[src/rtl/skt_pkg.sv]
// Shared constants for the sorted key table: default sizes, opcodes, status codes.
// No dependencies.
`default_nettype none

package skt_pkg;

	localparam int DEF_TABLE_DEPTH = 64;
	localparam int DEF_KEY_BITS    = 32;

	localparam int OPCODE_W = 2;
	localparam int STATUS_W = 3;

	// opcodes
	localparam logic [OPCODE_W-1:0] OP_INSERT  = 2'd0;
	localparam logic [OPCODE_W-1:0] OP_FIND    = 2'd1;
	localparam logic [OPCODE_W-1:0] OP_DEL_KEY = 2'd2;
	localparam logic [OPCODE_W-1:0] OP_DEL_POS = 2'd3;

	// result status codes
	localparam logic [STATUS_W-1:0] ST_DONE     = 3'd0;
	localparam logic [STATUS_W-1:0] ST_PRESENT  = 3'd1;
	localparam logic [STATUS_W-1:0] ST_NOTFOUND = 3'd2;
	localparam logic [STATUS_W-1:0] ST_FULL     = 3'd3;
	localparam logic [STATUS_W-1:0] ST_BADPOS   = 3'd4;

endpackage

`default_nettype wire

[src/rtl/sorted_key_table_top.sv]
// Sorted key table: ascending unique keys in one synchronous memory, with a count.
// Depends on skt_pkg.
`default_nettype none

// Channel | Direction | Handshake          | Payload
// input   | in        | in_valid/in_ready   | opcode, key, position
// result  | out       | out_valid/out_ready | status, index, key_out, entries_held
//
// One item at a time. The idle state accepts it; a search runs a read state and a compare
// state for each probe, at most clog2(TABLE_DEPTH)+1 probes, then a decision state. Delete
// by position skips the search and reads and captures the removed key instead.
// Each shifted entry takes a read and a write state; insert then places the key in a put state.
// The done state loads the output register; a stalled result holds the block there.
// Reset clears the state, the count and out_valid; the key memory needs no clearing pass.

module sorted_key_table_top import skt_pkg::*; #(
	parameter int TABLE_DEPTH = DEF_TABLE_DEPTH,
	parameter int KEY_BITS    = DEF_KEY_BITS,
	localparam int CNT_W      = $clog2(TABLE_DEPTH + 1)
) (
	input  wire logic                clk,
	input  wire logic                arst_n,
	input  wire logic                in_valid,
	output logic                     in_ready,
	input  wire logic [OPCODE_W-1:0] opcode,
	input  wire logic [KEY_BITS-1:0] key,
	input  wire logic [CNT_W-1:0]    position,
	output logic                     out_valid,
	input  wire logic                out_ready,
	output logic [STATUS_W-1:0]      status,
	output logic [CNT_W-1:0]         index,
	output logic [KEY_BITS-1:0]      key_out,
	output logic [CNT_W-1:0]         entries_held
);

	localparam int AW = (TABLE_DEPTH > 1) ? $clog2(TABLE_DEPTH) : 1;
	localparam logic [CNT_W-1:0] DEPTH_C = CNT_W'(TABLE_DEPTH);
	localparam logic [CNT_W-1:0] ONE_C   = CNT_W'(1);

	typedef enum logic [8:0] {
		S_IDLE = 9'b000000001,
		S_SRD  = 9'b000000010,
		S_SCMP = 9'b000000100,
		S_KRD  = 9'b000001000,
		S_KCAP = 9'b000010000,
		S_MRD  = 9'b000100000,
		S_MWR  = 9'b001000000,
		S_PUT  = 9'b010000000,
		S_DONE = 9'b100000000
	} state_t;

	state_t state_q, state_d;

	// key memory
	logic [KEY_BITS-1:0] mem [TABLE_DEPTH];
	logic                rd_en, wr_en;
	logic [AW-1:0]       rd_addr, wr_addr;
	logic [KEY_BITS-1:0] wr_data, rd_q;

	// item and search registers
	logic [OPCODE_W-1:0] op_q;
	logic [KEY_BITS-1:0] key_q;
	logic [CNT_W-1:0]    pos_q;
	logic [CNT_W-1:0]    count_q;
	logic [CNT_W-1:0]    lo_q, hi_q;
	logic                hit_q;
	logic [AW-1:0]       mid_q, s_q, src_q, end_q;
	logic                up_q;

	// result held until the output register is free
	logic [STATUS_W-1:0] res_st_q;
	logic [CNT_W-1:0]    res_idx_q;
	logic [KEY_BITS-1:0] res_key_q;

	// output register
	logic                out_valid_q;
	logic [STATUS_W-1:0] status_q;
	logic [CNT_W-1:0]    index_q;
	logic [KEY_BITS-1:0] key_out_q;
	logic [CNT_W-1:0]    held_q;

	logic [CNT_W:0]   mid_sum;
	logic [CNT_W-1:0] mid_full;
	logic [CNT_W-1:0] lo_inc;
	logic             in_fire, out_load;

	assign in_ready = (state_q == S_IDLE);
	assign in_fire  = in_valid && in_ready;
	assign out_load = (state_q == S_DONE) && (!out_valid_q || out_ready);

	assign mid_sum  = {1'b0, lo_q} + {1'b0, hi_q};
	assign mid_full = mid_sum[CNT_W:1];
	assign lo_inc   = lo_q + ONE_C;

	// memory port control
	always_comb begin
		rd_en   = 1'b0;
		rd_addr = src_q;
		wr_en   = 1'b0;
		wr_addr = s_q;
		wr_data = key_q;
		unique case (state_q)
			S_SRD: begin
				rd_en   = (lo_q < hi_q);
				rd_addr = mid_full[AW-1:0];
			end
			S_KRD: begin
				rd_en   = 1'b1;
				rd_addr = s_q;
			end
			S_MRD: begin
				rd_en   = 1'b1;
				rd_addr = src_q;
			end
			S_MWR: begin
				wr_en   = 1'b1;
				wr_addr = up_q ? (src_q + AW'(1)) : (src_q - AW'(1));
				wr_data = rd_q;
			end
			S_PUT: begin
				wr_en = 1'b1;
			end
			default: begin
			end
		endcase
	end

	// synchronous memory, registered read
	always_ff @(posedge clk) begin
		if (wr_en) begin
			mem[wr_addr] <= wr_data;
		end
		if (rd_en) begin
			rd_q <= mem[rd_addr];
		end
	end

	// next state
	always_comb begin
		state_d = state_q;
		unique case (state_q)
			S_IDLE: begin
				if (in_fire) begin
					if (opcode == OP_DEL_POS) begin
						state_d = (position == '0 || position > count_q) ? S_DONE : S_KRD;
					end else begin
						state_d = S_SRD;
					end
				end
			end
			S_SRD: begin
				if (lo_q < hi_q) begin
					state_d = S_SCMP;
				end else begin
					priority if (op_q == OP_INSERT && !hit_q && count_q != DEPTH_C) begin
						state_d = (count_q > lo_q) ? S_MRD : S_PUT;
					end else if (op_q == OP_DEL_KEY && hit_q && lo_inc < count_q) begin
						state_d = S_MRD;
					end else begin
						state_d = S_DONE;
					end
				end
			end
			S_SCMP: state_d = S_SRD;
			S_KRD:  state_d = S_KCAP;
			S_KCAP: state_d = (pos_q < count_q) ? S_MRD : S_DONE;
			S_MRD:  state_d = S_MWR;
			S_MWR: begin
				if (src_q == end_q) begin
					state_d = up_q ? S_PUT : S_DONE;
				end else begin
					state_d = S_MRD;
				end
			end
			S_PUT:  state_d = S_DONE;
			S_DONE: state_d = out_load ? S_IDLE : S_DONE;
			default: state_d = S_IDLE;
		endcase
	end

	// control state
	always_ff @(posedge clk or negedge arst_n) begin
		if (!arst_n) begin
			state_q     <= S_IDLE;
			count_q     <= '0;
			out_valid_q <= 1'b0;
		end else begin
			state_q <= state_d;
			// count moves at the decision point, before entries shift
			if (state_q == S_SRD && lo_q >= hi_q) begin
				if (op_q == OP_INSERT && !hit_q && count_q != DEPTH_C) begin
					count_q <= count_q + ONE_C;
				end else if (op_q == OP_DEL_KEY && hit_q) begin
					count_q <= count_q - ONE_C;
				end
			end
			if (state_q == S_KCAP) begin
				count_q <= count_q - ONE_C;
			end
			if (out_load) begin
				out_valid_q <= 1'b1;
			end else if (out_ready) begin
				out_valid_q <= 1'b0;
			end
		end
	end

	// item, search, shift and result registers
	always_ff @(posedge clk) begin
		unique case (state_q)
			S_IDLE: begin
				if (in_fire) begin
					op_q      <= opcode;
					key_q     <= key;
					pos_q     <= position;
					lo_q      <= '0;
					hi_q      <= count_q;
					hit_q     <= 1'b0;
					s_q       <= AW'(position - ONE_C);
					res_st_q  <= ST_BADPOS;
					res_idx_q <= '0;
					res_key_q <= '0;
				end
			end
			S_SRD: begin
				mid_q <= mid_full[AW-1:0];
				if (lo_q >= hi_q) begin
					s_q       <= AW'(lo_q);
					res_idx_q <= '0;
					res_key_q <= '0;
					// shift bounds use the count before this item
					if (op_q == OP_INSERT) begin
						up_q  <= 1'b1;
						src_q <= AW'(count_q - ONE_C);
						end_q <= AW'(lo_q);
					end else begin
						up_q  <= 1'b0;
						src_q <= AW'(lo_inc);
						end_q <= AW'(count_q - ONE_C);
					end
					priority if (hit_q) begin
						res_st_q  <= (op_q == OP_INSERT) ? ST_PRESENT : ST_DONE;
						res_idx_q <= lo_inc;
						res_key_q <= key_q;
					end else if (op_q == OP_INSERT && count_q == DEPTH_C) begin
						res_st_q <= ST_FULL;
					end else if (op_q == OP_INSERT) begin
						res_st_q  <= ST_DONE;
						res_idx_q <= lo_inc;
					end else begin
						res_st_q <= ST_NOTFOUND;
					end
				end
			end
			S_SCMP: begin
				// lower bound: first entry not below the key
				if (rd_q < key_q) begin
					lo_q <= CNT_W'(mid_q) + ONE_C;
				end else begin
					hi_q <= CNT_W'(mid_q);
				end
				if (rd_q == key_q) begin
					hit_q <= 1'b1;
				end
			end
			S_KCAP: begin
				res_st_q  <= ST_DONE;
				res_idx_q <= pos_q;
				res_key_q <= rd_q;
				up_q      <= 1'b0;
				src_q     <= AW'(pos_q);
				end_q     <= AW'(count_q - ONE_C);
			end
			S_MWR: begin
				if (src_q != end_q) begin
					src_q <= up_q ? (src_q - AW'(1)) : (src_q + AW'(1));
				end
			end
			S_DONE: begin
				if (out_load) begin
					status_q  <= res_st_q;
					index_q   <= res_idx_q;
					key_out_q <= res_key_q;
					held_q    <= count_q;
				end
			end
			default: begin
			end
		endcase
	end

	assign out_valid    = out_valid_q;
	assign status       = status_q;
	assign index        = index_q;
	assign key_out      = key_out_q;
	assign entries_held = held_q;

endmodule

`default_nettype wire

[config.mk]
export PLATFORM = sky130hd
export DESIGN_NAME = sorted_key_table_top
export DESIGN_NICKNAME = d
export VERILOG_FILES = /design/src/rtl/skt_pkg.sv /design/src/rtl/sorted_key_table_top.sv
export SDC_FILE = /design/constraint.sdc
export NUM_CORES = 2
export LEC_CHECK = 0
export BUFFER_PORTS_ARGS = -buffer_cell sky130_fd_sc_hd__buf_2
export CAP_MARGIN = 10
export CORE_ASPECT_RATIO = 0.5
export CORE_MARGIN = 8
export CORE_UTILIZATION = 51
export CTS_BUF_LIST = sky130_fd_sc_hd__clkbuf_8
export CTS_CLUSTER_SIZE = 20
export DETAILED_ROUTE_END_ITERATION = 8
export PLACE_DENSITY = 0.69
export SLEW_MARGIN = 25
export SYNTH_ARGS = -nofsm -noshare
export SYNTH_HDL_FRONTEND = slang
export SYNTH_SLANG_ARGS = --single-unit
[constraint.sdc]
create_clock -name clk -period 4.9 [get_ports clk]
set_input_delay 0.245 -clock clk [delete_from_list [all_inputs] [get_ports clk]]
set_output_delay 0.245 -clock clk [all_outputs]
set_load 0.01 [all_outputs]
==> impl_metrics.toml <==
[route]
dr.max_layer_used = "met5"
vias_per_cell = 6.21
dr.pass1.iters = 6
route.detailed.drc = 0
routedLengthMet1_um = 94100
wl_per_cell_um = 30.2
wl_met3_um = 27400
ant_nets = 0
drt_iter0_drc = 6651
wl_met2_um = 109000
vias = 49189
routed_wl_um = 239000

[timing]
worstMarginPinSlew_ns = 1.03
tns_ns = 0
rsz0062_at_grt = "false"
slew_viol_final = 0
skew_ns = 0.0794
slew_headroom_pct = 30.8
hold_violations = 0
finalSetupViolCount = 0
fin_crit_ns = 4.61
finalCritPeriodShare_pct = 94.1
fmax_mhz = 217

[clock_tree]
clockBufferDepth = 4
cts_sinks = 2269
ctsResizeCount = 0
cts-root-buf = "clkbuf_8"
cts_tree = "yes"
h-tree-depth = 5
cts_hold_buf = 51
post_cts_buffers = 0
clkTransAtPathRegs_ns = 0.07
cts_buffers = 320
clkLatencyLatePin_ns = 0.98

[grt]
grt_overflow_total = 0
grt_pass1_wl_um = 343000
first_global_vias = 48762
grt_max_degree = 69
antenna_found_initial = 5
groute.usage.overall_pct = 24.5

[synthesis]
yosysUniqueCellTypes = 83
synth-async-reset-ratio_pct = 0.749
synthesis.nets = 4958
avgSynthCellArea_sq_um = 18.6
synth-seq-cells = 2269
ys_seq_area_share_pct = 75.6
synthCells = 4832
synth_ff_type = "edfxtp_1"
synth_edf_count = 2252
netlist_area_sq_um = 90100
ys_warn_count = 0

[hold_path]
hold_path_startpoint = "key[4]"
hp-class = "in2reg"

[die]
core_area_sq_um = 176000
ios = 96
die_w_um = 610
row_count = 109
initial_utilization_pct = 51.2
fp.dieArea_sq_um = 191000
die_h_um = 313

[placement]
dp.cells = 7317
place.gp.congestion = 0.894
io_buffers = 95
placed_area_sq_um = 95800
dp_hpwl_um = 147000

[critical_path]
critPathCaptureType = "flop"
crit_arrival_ns = 5.25
worstPathRequired_ns = 5.54
cpMostUsedCell = "buf_12"
worstPathCellList = "ha_1, or3b_2, a31oi_1, o21ai_1, nand2_4, buf_12, buf_12, mux2i_1, mux4_2, nand2_1, a21oi_1, a211oi_1"
max_stage_delay_ns = 0.70
critPathLaunch = "lo_q[2]"
r2r-start = "lo_q[2]"
critical_path_class = "reg2reg"
cp_slowest_cell = "a21oi_1"
crit_fanout = 27
cp_top_family = "compound AO/OA/AOI/OAI gates"
crit_buf_inv = 2
start_kind = "flop"

[power_and_ir_drop]
power.density_nw_per_um2 = 551
ir_worst_vdd_mv = 0.383
leakagePower_nw = 33.6

[run]
drv_cap = 0

[status]
status = "completed"

[final_layout]
layout-drive-gt1-share_pct = 23.9
final_cell_area_sq_um = 102000
nets = 5435
synthToLayoutAreaGrowth_pct = 13.4
fill_cells = 12714
instances_no_fill = 7924
==> path summary, 6_finish.rpt <==
kind	end	slack, ns	depth (start not counted)
worst max-delay path	rd_q[1]	0.29	12
min in group asynchronous	state_q[0]	0.45	3
worst min register to register	key_out[31]	0.42	0
worst min-delay path	key_q[4]	0.04	2
max in group asynchronous	out_valid	3.02	4
worst max register to register	rd_q[1]	0.29	12
==> report_power, final <==
group / switching (mW) / internal (mW) / leakage [nW]
Sequential: 0.495 / 23.4 / 20.5
Combinational: 11.5 / 7.21 / 9.84
Clock: 7.01 / 6.64 / 3.26
==> state kept, by name, indices dropped and copies added (netlist names) <==
register / flops
mem: 2048
key_out: 32
key_q: 32
rd_q: 32
res_key_q: 32
state_q: 9
count_q: 7
entries_held: 7
hi_q: 7
index: 7
lo_q: 7
pos_q: 7
res_idx_q: 7
end_q: 6
mid_q: 6
s_q: 6
src_q: 6
res_st_q: 3
status: 3
op_q: 2
hit_q: 1
out_valid: 1
up_q: 1
==> cell usage after synthesis, types with 10 or more instances <==
cell | count | area, sq um
a21o_1 | 18 | 135
a21oi_1 | 61 | 305
a22o_1 | 31 | 272
a31oi_1 | 19 | 119
a32oi_1 | 10 | 87.6
and3_1 | 13 | 81.3
buf_1 | 29 | 109
buf_2 | 67 | 335
buf_4 | 20 | 150
buf_6 | 42 | 473
clkbuf_1 | 79 | 297
dfrtp_1 | 16 | 400
edfxtp_1 | 2252 | 67600
ha_1 | 80 | 1000
inv_1 | 79 | 297
mux2i_1 | 72 | 721
mux4_2 | 461 | 10400
nand2_1 | 674 | 2530
nand3_1 | 277 | 1390
nand4_1 | 66 | 413
nor2_1 | 142 | 533
nor2b_1 | 16 | 100
nor3_1 | 22 | 110
o21a_1 | 20 | 150
o21ai_0 | 77 | 385
xnor2_1 | 24 | 210
xor2_1 | 15 | 131
==> cells in the final DEF (no fill, tap or decap), types with 70 or more instances in the layout <==
cell / instances
buf_4: 176
ha_1: 80
mux4_2: 461
buf_2: 95
nor2_1: 70
clkinv_1: 76
inv_1: 178
mux2i_1: 72
nand3_1: 277
edfxtp_1: 2252
nand2_1: 674
clkbuf_8: 327
==> worst reg2reg max path, delay by kind of cell (launching register included) <==
| kind | cells | cell delay [ns] |
|---|---|---|
| AOI/OAI and AO/OA | 4 | 1.32 |
| buffers and inverters | 2 | 0.56 |
| adders and majority gates | 1 | 0.46 |
| DFF | 1 | 0.53 |
| muxes | 2 | 0.50 |
| and+or+nand+nor | 3 | 0.98 |
==> layer usage <==
metal | vias up | track usage [%]
met4 | 2 | 8.42
met2 | 3013 | 37.5
met1 | 25506 | 35.0
li1 | 20258 | -
met5 | - | 0
met3 | 410 | 5.66
==> logic make-up (layout without fill, tap and decap cells) <==
logic type	Yosys count	count (layout)	synth area share (%)
buf+inv	319	1024	1.89
simple gates	1272	1272	6.27
fa+ha+maj	81	81	1.13
other cells	0	1	0
compound gates	312	312	2.35
xor+xnor	39	39	0.379
mux	540	540	12.4
flops	2269	2269	75.6
==> area by class of cell <==
type	count	area, sq um	area share (%)
sequential	2269	68100	66.6
multi-input combinational	2244	21300	20.8
clock buffer	327	4500	4.41
timing repair buffer	395	3860	3.78
tap	2386	2990	2.92
clock inverter	223	1190	1.17
inverter	79	297	0.290
antenna	1	2.50	0.00245
==> metrics by stage <==
stage / worst slack, ns / utilization, % / hold slack, ns / power (mW)
floorplan: -0.0374 / - / -0.0506 / 36.3
global placement: 0.313 / 54.3 / 0.230 / 42.4
detailed placement: 0.322 / 54.4 / 0.233 / 42.9
CTS: 0.315 / 57.9 / 0.000849 / 56.4
global route: 0.0755 / 58.0 / 0.0191 / 58.4
finish: 0.289 / 58.0 / 0.0374 / 56.3
No activity file was read; power rests on OpenSTA's default activity.
